--- src/hw/rtl/btbb_pkg.sv ---
package btbb_pkg;

    localparam int MAX_WIDTH  = 256;
    localparam int MAX_HEIGHT = 256;
    localparam int MEM_DEPTH  = MAX_WIDTH * MAX_HEIGHT;

    localparam int PIX_W  = 8;
    localparam int NCH    = 3;
    localparam int WORD_W = PIX_W * (NCH + 1);
    localparam int POS_W  = 8;
    localparam int DIM_W  = 9;
    localparam int STR_W  = 7;
    localparam int CFG_IDX_W  = 2;
    localparam int CFG_DATA_W = 9;

    localparam logic [STR_W-1:0] STR_MAX = STR_W'(100);
    localparam int RAD_STEP = 20;
    localparam int MAX_RAD  = 100 / RAD_STEP;
    localparam int RAD_W    = $clog2(MAX_RAD + 1);

    // Window sums and pixel counts for a window of at most (2*MAX_RAD+1)^2 pixels.
    localparam int MAX_CNT = (2 * MAX_RAD + 1) * (2 * MAX_RAD + 1);
    localparam int CNT_W   = $clog2(MAX_CNT + 1);
    localparam int SUM_W   = $clog2(MAX_CNT * 255 + 1);
    localparam int STEP_W  = $clog2(SUM_W);

    // (255 - c) * s and 255 * s, both at most 25500.
    localparam int PROD_W = PIX_W + STR_W;
    // floor(n / 100) == (n * 5243) >> 19 for every n below 43699.
    localparam int DIV100_MUL   = 5243;
    localparam int DIV100_SHIFT = 19;
    localparam int DIV100_W     = PROD_W + 13;

    localparam logic [PIX_W-1:0] PIX_MAX = PIX_W'(255);

    localparam logic FUNC_LOAD  = 1'b0;
    localparam logic FUNC_FETCH = 1'b1;

    localparam logic [CFG_IDX_W-1:0] CFG_STRENGTH = CFG_IDX_W'(0);
    localparam logic [CFG_IDX_W-1:0] CFG_WIDTH    = CFG_IDX_W'(1);
    localparam logic [CFG_IDX_W-1:0] CFG_HEIGHT   = CFG_IDX_W'(2);

    typedef logic [PIX_W-1:0] pix_t;
    typedef logic [SUM_W-1:0] sum_t;

    typedef enum logic [2:0] {
        ST_IDLE,
        ST_LD_MUL,
        ST_LD_WR,
        ST_FE_SETUP,
        ST_FE_READ,
        ST_FE_DRAIN,
        ST_FE_DIVGO,
        ST_FE_DIV
    } state_t;

    function automatic logic [STR_W-1:0] eff_strength(input logic [STR_W-1:0] s);
        return (s > STR_MAX) ? STR_MAX : s;
    endfunction

    // Blur radius is floor(s / 20), found by comparing against the step multiples.
    function automatic logic [RAD_W-1:0] radius_of(input logic [STR_W-1:0] s);
        logic [RAD_W-1:0] r;
        r = '0;
        for (int k = 1; k <= MAX_RAD; k++) begin
            if (s >= STR_W'(k * RAD_STEP)) begin
                r = RAD_W'(k);
            end
        end
        return r;
    endfunction

    function automatic pix_t div100(input logic [PROD_W-1:0] n);
        logic [DIV100_W-1:0] p;
        p = DIV100_W'(n) * DIV100_W'(DIV100_MUL);
        return p[DIV100_SHIFT +: PIX_W];
    endfunction

    function automatic logic [DIM_W-1:0] clamp_dim(input logic [DIM_W-1:0] v,
                                                   input logic [DIM_W-1:0] hi);
        logic [DIM_W-1:0] r;
        if (v == '0) begin
            r = DIM_W'(1);
        end
        else if (v > hi) begin
            r = hi;
        end
        else begin
            r = v;
        end
        return r;
    endfunction

endpackage

--- src/hw/rtl/btbb_div.sv ---
// Restoring divider, one quotient bit per cycle for all colour lanes at once.
module btbb_div
    import btbb_pkg::*;
(
    input  logic                clk,
    input  logic                rst_n,
    input  logic                start,
    input  sum_t [NCH-1:0]      dividend,
    input  logic [CNT_W-1:0]    divisor,
    output logic                done,
    output pix_t [NCH-1:0]      quotient
);

    sum_t [NCH-1:0]             num_reg, num_next;
    logic [NCH-1:0][CNT_W-1:0]  rem_reg, rem_next;
    logic [CNT_W-1:0]           div_reg, div_next;
    logic [STEP_W-1:0]          step_reg, step_next;
    logic                       run_reg, run_next;
    logic                       done_reg, done_next;
    logic [CNT_W:0]             rem_sh;
    logic                       fits;

    always_comb
    begin
        num_next  = num_reg;
        rem_next  = rem_reg;
        div_next  = div_reg;
        step_next = step_reg;
        run_next  = run_reg;
        done_next = 1'b0;
        rem_sh    = '0;
        fits      = 1'b0;
        if (start)
        begin
            num_next  = dividend;
            rem_next  = '0;
            div_next  = divisor;
            step_next = '0;
            run_next  = 1'b1;
        end
        else if (run_reg)
        begin
            // The dividend shifts out at the top while quotient bits enter at the bottom.
            for (int i = 0; i < NCH; i++)
            begin
                rem_sh      = {rem_reg[i], num_reg[i][SUM_W-1]};
                fits        = (rem_sh >= {1'b0, div_reg});
                rem_next[i] = fits ? CNT_W'(rem_sh - {1'b0, div_reg}) : CNT_W'(rem_sh);
                num_next[i] = {num_reg[i][SUM_W-2:0], fits};
            end
            step_next = step_reg + STEP_W'(1);
            if (step_reg == STEP_W'(SUM_W - 1))
            begin
                run_next  = 1'b0;
                done_next = 1'b1;
            end
        end
    end

    always_ff @(posedge clk or negedge rst_n)
    begin
        if (!rst_n)
        begin
            step_reg <= '0;
            run_reg  <= 1'b0;
            done_reg <= 1'b0;
        end
        else
        begin
            step_reg <= step_next;
            run_reg  <= run_next;
            done_reg <= done_next;
        end
    end

    always_ff @(posedge clk)
    begin
        num_reg <= num_next;
        rem_reg <= rem_next;
        div_reg <= div_next;
    end

    always_comb
    begin
        for (int i = 0; i < NCH; i++)
        begin
            quotient[i] = num_reg[i][PIX_W-1:0];
        end
    end

    assign done = done_reg;

endmodule

--- config.mk ---
export PLATFORM = sky130hd
export DESIGN_NAME = btbb_div
export DESIGN_NICKNAME = d
export VERILOG_FILES = /design/src/hw/rtl/btbb_pkg.sv /design/src/hw/rtl/btbb_div.sv
export SDC_FILE = /design/constraint.sdc
export NUM_CORES = 1
export LEC_CHECK = 0
export BUFFER_PORTS_ARGS = -buffer_cell sky130_fd_sc_hd__buf_2
export CAP_MARGIN = 40
export CORE_ASPECT_RATIO = 0.8
export CORE_MARGIN = 5
export CORE_UTILIZATION = 35
export DETAILED_ROUTE_END_ITERATION = 10
export GPL_TIMING_DRIVEN = 0
export HOLD_SLACK_MARGIN = 0.05
export PLACE_DENSITY_LB_ADDON = 0.25
export SYNTH_ARGS = -nofsm -noshare
export SYNTH_HDL_FRONTEND = slang
export SYNTH_SLANG_ARGS = --single-unit
--- constraint.sdc ---
create_clock -name clk -period 2.01 [get_ports clk]
set_input_delay 0.1005 -clock clk [delete_from_list [all_inputs] [get_ports clk]]
set_output_delay 0.1005 -clock clk [all_outputs]
set_load 0.02 [all_outputs]
==> out/results.ini, run 1 <==
[cts]
cts.htree.levels=3
clockBufferDepth=2
cts_root_buf=clkbuf_16
cts_tree=yes
clk_pin_slew_ns=0.06
numCtsBuffers=9
worstSkewPairLatency_ns=0.34
clock-sinks=79

[logic_synthesis]
yosysWarnings=0
synth.avg_cell_area_um2=11.00
synth_ff_type=edfxtp_1
postSynthCellCount=414
synthesis.nets=495
synth-seq-cells=79
async_flop_share=0.07595
synth_edf_count=52
synth_area_um2=4556
ys_seq_area_frac=0.4680
synth_cell_types=43

[sta]
finClkSkew_ns=0.007437
hold_viol_final=0
setup_violations=24
slew_headroom=0.5632
slew_viol_final=0
final.min_clock_period_ns=2.236
rsz0062_at_grt=yes
timing.final.ws_setup_ns=-0.2262
fin_setup_tns_ns=-3.063
tightest_slew_ns=0.6552
holdWs_ns=0.06530
timing.fmax_mhz=447.2
period_share=1.113

[status]
violations=setup timing
status=finished, violations left

[die]
ioPinCount=80
initial_core_util=0.3553
fp.dieH_um=112.0
std_cell_rows=37
die_w_um=137.6
coreArea_um2=12820
dieArea_um2=15410

[power]
clkPwrFrac=0.218
p_int_w=0.004472
p_leak_nw=2.515
comb_power_share=0.453
p_switching_w=0.002435
power_w=0.006907
pwr-share-seq=0.329
swShare=0.3525
ir_drop_v=0.0005110
power.density_nw_per_um2=1123

[finish]
antenna_cells=0
final_cell_mix=82 x buf_2, 52 x edfxtp_1, 47 x mux2_2
drive_gt1_frac=0.4882
layout.cells.most_common=buf_2
syn2layout_area_growth_pct=34.96
largest_register_ffs=24
finalNetCount=625
nFillCells=1194

[global_route]
grt-ovfl-total=0
grt_antenna_before_repair=1
grt_use_total=0.1482
grt_pass1_vias=3708
grt_first_pass_wirelength_um=18110
grt_max_degree=24

[placed_design]
io_buffers=79
place_congestion=0.8407
post-dp-hpwl_um=7739

[worst_hold_path]
hp-start=dividend[29]
holdPathEnd=num_reg[29]
hold_path_class=in2reg
min_path_cells=2

[critical_path]
rr_startpoint=div_reg[0]
crit_path_start=div_reg[0]
reg2reg_slack_ns=-0.23
reg2reg_to=rem_reg[11]
worstRegToRegCells=7
worst-setup-path-type=reg2reg
critPathMaxFanout=5
cp.required_ns=2.26
crit_path_start_kind=flop
cp-end-kind=flop
critPathArrivalTime_ns=2.48

[run]
maxCapViolations=0

[detailed_routing]
routed_wl_um=11040
drc=0
drt-wirelength-per-cell_um=15.25
drtIter0Drc=165
ant_nets=0
route.vias.total=3541
vias_per_cell=4.891
firstDrtPassIters=6

kinds of logic (layout without fill, tap and decap cells):
logic type / count (synthesis) / in the layout / share of synthesized area
AND/OR/NAND/NOR: 118 / 119 / 0.1324
flip-flops: 79 / 79 / 0.4680
buffers and inverters: 63 / 197 / 0.07306
AO/OA/AOI/OAI: 61 / 61 / 0.09201
multiplexers: 58 / 58 / 0.1409
adder cells (fa/ha/maj): 26 / 26 / 0.07635
XOR/XNOR: 9 / 9 / 0.01730
metrics by stage:
stage	cell area, µm²	setup WS, ns	std cells	util
detailed placement	5246	-0.6308	668	0.4091
finish	6148	-0.2262	724	0.4795
floorplan	4632	-0.1196	414	-
global placement	5246	-0.5710	668	0.4091
global route	6148	-0.2907	724	0.4795
CTS	5971	-0.2326	715	0.4656
worst max-delay path, cell delays in order, from the launching register on:
cell and delay [ns]:
edfxtp_1 0.46, ha_2 0.23, fa_2 0.34, nand2b_4 0.17, a211oi_4 0.26, nor3_4 0.08, or3_1 0.37, a311oi_2 0.23
metal layers:
| layer | wire length, µm | part of all wire | vias to the layer above | track usage |
|---|---|---|---|---|
| li1 | - | - | 1754 | - |
| met1 | 5255 | 0.48 | 1666 | 0.1957 |
| met2 | 4824 | 0.44 | 100 | 0.2211 |
| met3 | 770 | 0.070 | 19 | 0.06138 |
| met4 | 182 | 0.016 | 2 | 0.04654 |
| met5 | 11 | 0.0010 | - | 0 |
power by group through the flow:
| stage | clock network, W | logic (W) | registers [W] |
|---|---|---|---|
| detailed placement | 0 | 0.00235 | 0.00228 |
| finish | 0.00150 | 0.00313 | 0.00228 |
| floorplan | 0 | 0.00187 | 0.00222 |
| global placement | 0 | 0.00229 | 0.00227 |
| CTS | 0.00156 | 0.00282 | 0.00227 |
| global route | 0.00162 | 0.00342 | 0.00232 |
area by class of cell:
class	instances	area (µm²)	share of cell area
multi-input combinational	273	2429	0.3950
sequential	79	2132	0.3468
timing repair buffer	121	768.2	0.1249
buffer	39	249.0	0.04050
clock buffer	9	225.2	0.03663
tap	175	219.0	0.03561
inverter	21	78.83	0.01282
clock inverter	7	47.55	0.007733
synthesized netlist by cell type (all sizes together), types with 6 or more instances:
library cell	n	area (µm²)
dfxtp	21	420.4
nand2b	10	62.56
mux2	49	551.8
a211oi	13	110.1
nor3	6	41.29
xor2	6	52.55
nand3	6	35.03
buf	35	226.5
dfrtp	6	150.1
a311oi	9	91.34
a21oi	14	70.07
nand2	19	71.32
clkbuf	7	27.52
or3	9	56.30
nor3b	9	67.56
o21ai	15	75.07
inv	21	78.83
mux2i	9	90.09
ha	23	287.8
edfxtp	52	1562
nor2	45	171.4
worst max-delay path by stage:
stage	cells past startpoint	slack, ns	endpoint
2_1_floorplan	7	-0.12	rem_reg[11]
3_3_place_gp	5	-0.57	quotient[14]
3_5_place_dp	5	-0.63	quotient[15]
4_1_cts	7	-0.23	rem_reg[11]
5_1_grt	7	-0.29	rem_reg[11]
6_report	7	-0.23	rem_reg[11]
what timing repair did:
item                       in CTS  in global routing
pin swaps                      25                 19
hold endpoints to repair       21                  1
gates cloned                    1                  0
hold buffers                   16                  1
resized for setup              50                 27
setup endpoints to repair      69                 24
setup buffers                  16                 10
(Power assumes the default switching activity.)
==> inputs of run 2 (changes only) <==
--- a/config.mk
+++ b/config.mk
@@ -5,8 +5,8 @@
 export SDC_FILE = /design/constraint.sdc
 export NUM_CORES = 1
 export LEC_CHECK = 0
+export ABC_AREA = 1
 export BUFFER_PORTS_ARGS = -buffer_cell sky130_fd_sc_hd__buf_2
-export CAP_MARGIN = 40
 export CORE_ASPECT_RATIO = 0.8
 export CORE_MARGIN = 5
 export CORE_UTILIZATION = 35
==> out/results.ini, run 2 <==
[finish]
drive_gt1_frac=0.2432
syn2layout_area_growth_pct=36.41
design_area_um2=6342
seqCellArea_um2=2132
final_cell_mix=250 x nand2_1, 82 x buf_2, 55 x inv_1
layout.cells.most_common=nand2_1
largest_register_ffs=24
multiInputGateArea_um2=2206
antenna_cells=0
nFillCells=1233
fin_cells=915
finalNetCount=816

[logic_synthesis]
ys_seq_area_frac=0.4586
synthesis.nets=664
synth_top_area_cell=edfxtp_1
synth_edf_count=52
synthTopCellsByCount=258 x nand2_1, 60 x inv_1, 52 x edfxtp_1
yosys.area.top_type_share=0.3358
synth_ff_type=edfxtp_1
postSynthCellCount=583
synth.avg_cell_area_um2=7.975
synth_area_um2=4649
synth-seq-cells=79
yosysWarnings=0
synth.most_common_cell=nand2_1
synth_cell_types=28
synth_area_leaders=edfxtp_1 34%, nand2_1 21%, dfxtp_1 9.0%
async_flop_share=0.07595

[cts]
clock-sinks=79
clockBufferDepth=2
clk_pin_slew_ns=0.06
cts.htree.levels=3
worstSkewPairLatency_ns=0.34
cts_tree=yes
numCtsBuffers=9
cts_root_buf=clkbuf_16

[die]
coreArea_um2=12960
die_w_um=138.9
ioPinCount=80
dieArea_um2=15700
initial_core_util=0.3587
std_cell_rows=37
fp.dieH_um=113.1

[critical_path]
critPathMaxFanout=8
cp.required_ns=2.18
worst-setup-path-type=reg2reg
cp-end-kind=flop
crit_path_start_kind=flop
critPathArrivalTime_ns=2.14

[sta]
tightest_slew_ns=0.6827
finClkSkew_ns=0.009763
setup_violations=0
rsz0062_at_grt=yes
slew_viol_final=0
hold_viol_final=0
period_share=0.9768
holdWs_ns=0.07174
timing.fmax_mhz=509.3
slew_headroom=0.5449
final.min_clock_period_ns=1.963

[detailed_routing]
drc=0
drtIter0Drc=191
route.vias.total=4227
firstDrtPassIters=5
vias_per_cell=4.620
ant_nets=0
drt-wirelength-per-cell_um=13.46
routed_wl_um=12320

[global_route]
grt_use_total=0.1543
grt_max_degree=37
grt_antenna_before_repair=1
grt_first_pass_wirelength_um=19750
grt_pass1_vias=4106
grt-ovfl-total=0

[placed_design]
post-dp-hpwl_um=8420
placed_area_um2=5284
post-place-cells=838
io_buffers=79
place_congestion=0.8784

[power]
power.density_nw_per_um2=1191
ir_drop_v=0.0005076
power_w=0.007552
p_leak_nw=3.181

[worst_hold_path]
hold_path_class=in2reg

[status]
status=complete, no violations

[run]
maxCapViolations=0

run 2: cell count changes after synthesis, moves of 14 or more:
cell	before	now
mux2_2	49	0
inv_1	21	60
nor2_1	44	20
nand2_1	19	258
nand3_1	5	51
o21ai_0	15	1
run 2: logic make-up after synthesis:
| kind of cell | after synthesis | synth area share |
|---|---|---|
| simple gates | 355 | 0.3240 |
| buf+inv | 99 | 0.1001 |
| flops | 79 | 0.4586 |
| fa+ha+maj | 26 | 0.07481 |
| compound gates | 17 | 0.02933 |
| xor+xnor | 7 | 0.01319 |
run 2: final timing paths:
| path | cells past startpoint | slack (ns) | from | endpoint |
|---|---|---|---|---|
| max in group asynchronous | 2 | 1.74 | rst_n | step_reg[3] |
| min reg2reg | 2 | 0.47 | rem_reg[10] | rem_reg[10] |
| min | 3 | 0.07 | dividend[27] | num_reg[27] |
| max | 7 | 0.05 | div_reg[0] | quotient[8] |
| min in group asynchronous | 2 | 0.12 | rst_n | step_reg[2] |
| max reg2reg | 7 | 0.05 | div_reg[0] | quotient[8] |
run 2: repair_timing:
action,4_1_cts,5_1_grt
hold buffers,44,0
resized for setup,10,31
hold endpoints to repair,49,0
buffers inserted,0,17
pin swaps,0,19
endpoints found under the setup margin,51,24
run 2: area by class of cell:
type | instances | area share
Clock buffer | 9 | 0.03551
Sequential cell | 79 | 0.3362
Timing Repair Buffer | 141 | 0.1576
Tap cell | 175 | 0.03452
Multi-Input combinational cell | 405 | 0.3478
Buffer | 38 | 0.03748
Inverter | 61 | 0.03610
Clock inverter | 7 | 0.01480
run 2: where the power goes:
part / leakage [nW] / switching, W / total (W) / internal (W)
clock: 0.154 / 0.000682 / 0.00177 / 0.00109
combinational: 2.22 / 0.00195 / 0.00348 / 0.00153
sequential: 0.812 / 0.000221 / 0.00230 / 0.00208
total: 3.18 / 0.00285 / 0.00755 / 0.00470
run 2: per-stage QoR:
| stage | setup slack, ns | TNS, ns | utilization |
|---|---|---|---|
| 2_1_floorplan | 0.04011 | 0 | - |
| 3_3_place_gp | -0.7853 | -35.38 | 0.4061 |
| 3_5_place_dp | -0.08773 | -3.284 | 0.4076 |
| 4_1_cts | 0.005231 | 0 | 0.4694 |
| 5_1_grt | -0.01949 | -0.1080 | 0.4893 |
| 6_report | 0.04671 | 0 | 0.4893 |
run 2: worst max-delay path: stages (launching register included):
cell and delay [ns]:
edfxtp_1 0.52, ha_2 0.27, fa_2 0.42, inv_2 0.08, nand3_2 0.08, nand2_4 0.11
o21ai_4 0.12, a31oi_4 0.20
run 2: per-layer routing:
layer,global-route usage,part of all wire,wire length [µm],vias up
li1,-,-,-,2148
met1,0.1974,0.45,5577,1917
met2,0.2536,0.45,5585,139
met3,0.04689,0.074,917,21
met4,0.04628,0.019,230,2
met5,0,0.00057,7,-
==> inputs of run 3 (changes only) <==
--- a/config.mk
+++ b/config.mk
@@ -9,7 +9,7 @@
 export BUFFER_PORTS_ARGS = -buffer_cell sky130_fd_sc_hd__buf_2
 export CORE_ASPECT_RATIO = 0.8
 export CORE_MARGIN = 5
-export CORE_UTILIZATION = 35
+export CORE_UTILIZATION = 40
 export DETAILED_ROUTE_END_ITERATION = 10
 export GPL_TIMING_DRIVEN = 0
 export HOLD_SLACK_MARGIN = 0.05
==> constraint.sdc (replaced) <==
create_clock -name clk -period 2.01 [get_ports clk]
set_input_delay 0.201 -clock clk [delete_from_list [all_inputs] [get_ports clk]]
set_output_delay 0.201 -clock clk [all_outputs]
set_load 0.02 [all_outputs]
==> out/results.ini, run 3 (synthesized netlist as in run 2, its figures left out) <==
[status]
status=complete, no violations

[sta]
slew_viol_final=0
finClkSkew_ns=0.008381
final.min_clock_period_ns=1.958
holdWs_ns=0.1285
tightest_slew_ns=0.6111
hold_viol_final=0
timing.final.ws_setup_ns=0.05213
slew_headroom=0.5926
period_share=0.9741
timing.fmax_mhz=510.8
setup_violations=0

[finish]
fin_util=0.5034
finalNetCount=772
antenna_cells=0
largest_register_ffs=24
nFillCells=1112
layout.cells.most_common=nand2_1
drive_gt1_frac=0.2270
fin_cells=844
design_area_um2=5754
syn2layout_area_growth_pct=23.76
final_cell_mix=252 x nand2_1, 82 x buf_2, 57 x inv_1

[die]
coreArea_um2=11430
fp.dieH_um=106.4
std_cell_rows=35
die_w_um=130.5
initial_core_util=0.4068
ioPinCount=80
dieArea_um2=13890

[power]
p_leak_nw=2.940
power.density_nw_per_um2=1192
ir_drop_v=0.0005450

[cts]
clockBufferDepth=2
cts_root_buf=clkbuf_16
worstSkewPairLatency_ns=0.34
cts_tree=yes
clock-sinks=79
cts.htree.levels=3
clk_pin_slew_ns=0.06
numCtsBuffers=9

[global_route]
grt_use_total=0.1696
grt_antenna_before_repair=1
grt_first_pass_wirelength_um=18690
grt_pass1_vias=3886
grt-ovfl-total=0
grt_max_degree=45

[critical_path]
critPathMaxFanout=7
worstRegToRegCells=10
cp-end-kind=flop
critPathArrivalTime_ns=2.19
worst-setup-path-type=reg2reg
cp.required_ns=2.24
crit_path_start_kind=flop

[placed_design]
place_congestion=0.8489
placed_area_um2=5250
io_buffers=79
pre_cts_ws_ns=-0.03561
post-dp-hpwl_um=8405
post-place-cells=811

[detailed_routing]
drtIter0Drc=290
ant_nets=0
route.vias.total=4022
vias_per_cell=4.765
drt-wirelength-per-cell_um=13.61
drc=0
firstDrtPassIters=5
routed_wl_um=11490

[run]
maxCapViolations=0

[worst_hold_path]
hold_path_class=in2reg
min_path_cells=3

==> run 3: cell count changes in the layout (fill, tap and decap cells not counted), sizes merged <==
cell	change
buf	-8
bufinv	-2
clkbuf	+3
clkinv	+1
clkinvlp	-1
dlygate4sd3	-36
inv	-1
==> run 3: worst paths after layout <==
check	start	to	slack, ns
min in group asynchronous	rst_n	step_reg[2]	0.23
max in group asynchronous	rst_n	done	1.64
max reg2reg	div_reg[0]	rem_reg[19]	0.05
min reg2reg	rem_reg[2]	rem_reg[2]	0.47
min	dividend[4]	quotient[4]	0.13
max	div_reg[0]	rem_reg[19]	0.05
==> run 3: timing repair <==
item | in CTS | in global routing
hold endpoints to repair | 13 | 0
pin swaps | 0 | 8
buffers inserted | 0 | 9
resized for setup | 2 | 23
hold buffers | 8 | 0
endpoints found under the setup margin | 11 | 24
==> run 3: per-layer routing <==
| layer | part of all wire | global-route usage | routed length [µm] |
|---|---|---|---|
| met1 | 0.48 | 0.2367 | 5488 |
| met2 | 0.44 | 0.2509 | 5072 |
| met3 | 0.063 | 0.05676 | 722 |
| met4 | 0.017 | 0.04626 | 192 |
| met5 | 0.0011 | 0 | 13 |
==> run 3: cell type report <==
cell class	count	area, µm²	share of cell area
multi-input cells	405	2151	0.3738
flip-flops and latches	79	2132	0.3705
repair buffers	97	563.0	0.09785
clock buffers	12	236.5	0.04110
plain buffers	38	236.5	0.04110
inverters	61	229.0	0.03979
well taps	148	185.2	0.03218
clock inverters	4	21.27	0.003696
==> run 3: stage by stage <==
step	TNS [ns]	total power (W)
after floorplan	0	0.004501
after global placement	-33.96	0.005058
after detailed placement	-0.05136	0.005140
after CTS	-0.05207	0.006670
after global routing	-0.2548	0.007408
final	0	0.006857
==> run 3: where the power goes <==
group          switching, W  internal, W
Combinational       0.00184      0.00125
Sequential         0.000216      0.00208
Clock              0.000649     0.000832
Total               0.00270      0.00416
==> run 3: critical path, cell delays in order (launching register included) <==
cell and delay [ns]:
edfxtp_1 0.51, ha_2 0.26, fa_2 0.39, inv_2 0.07, nand3_1 0.07, nand2_2 0.13, nand2_2 0.08, nand3_4 0.12
nand3_2 0.08, nand3_1 0.08, nand2_1 0.05
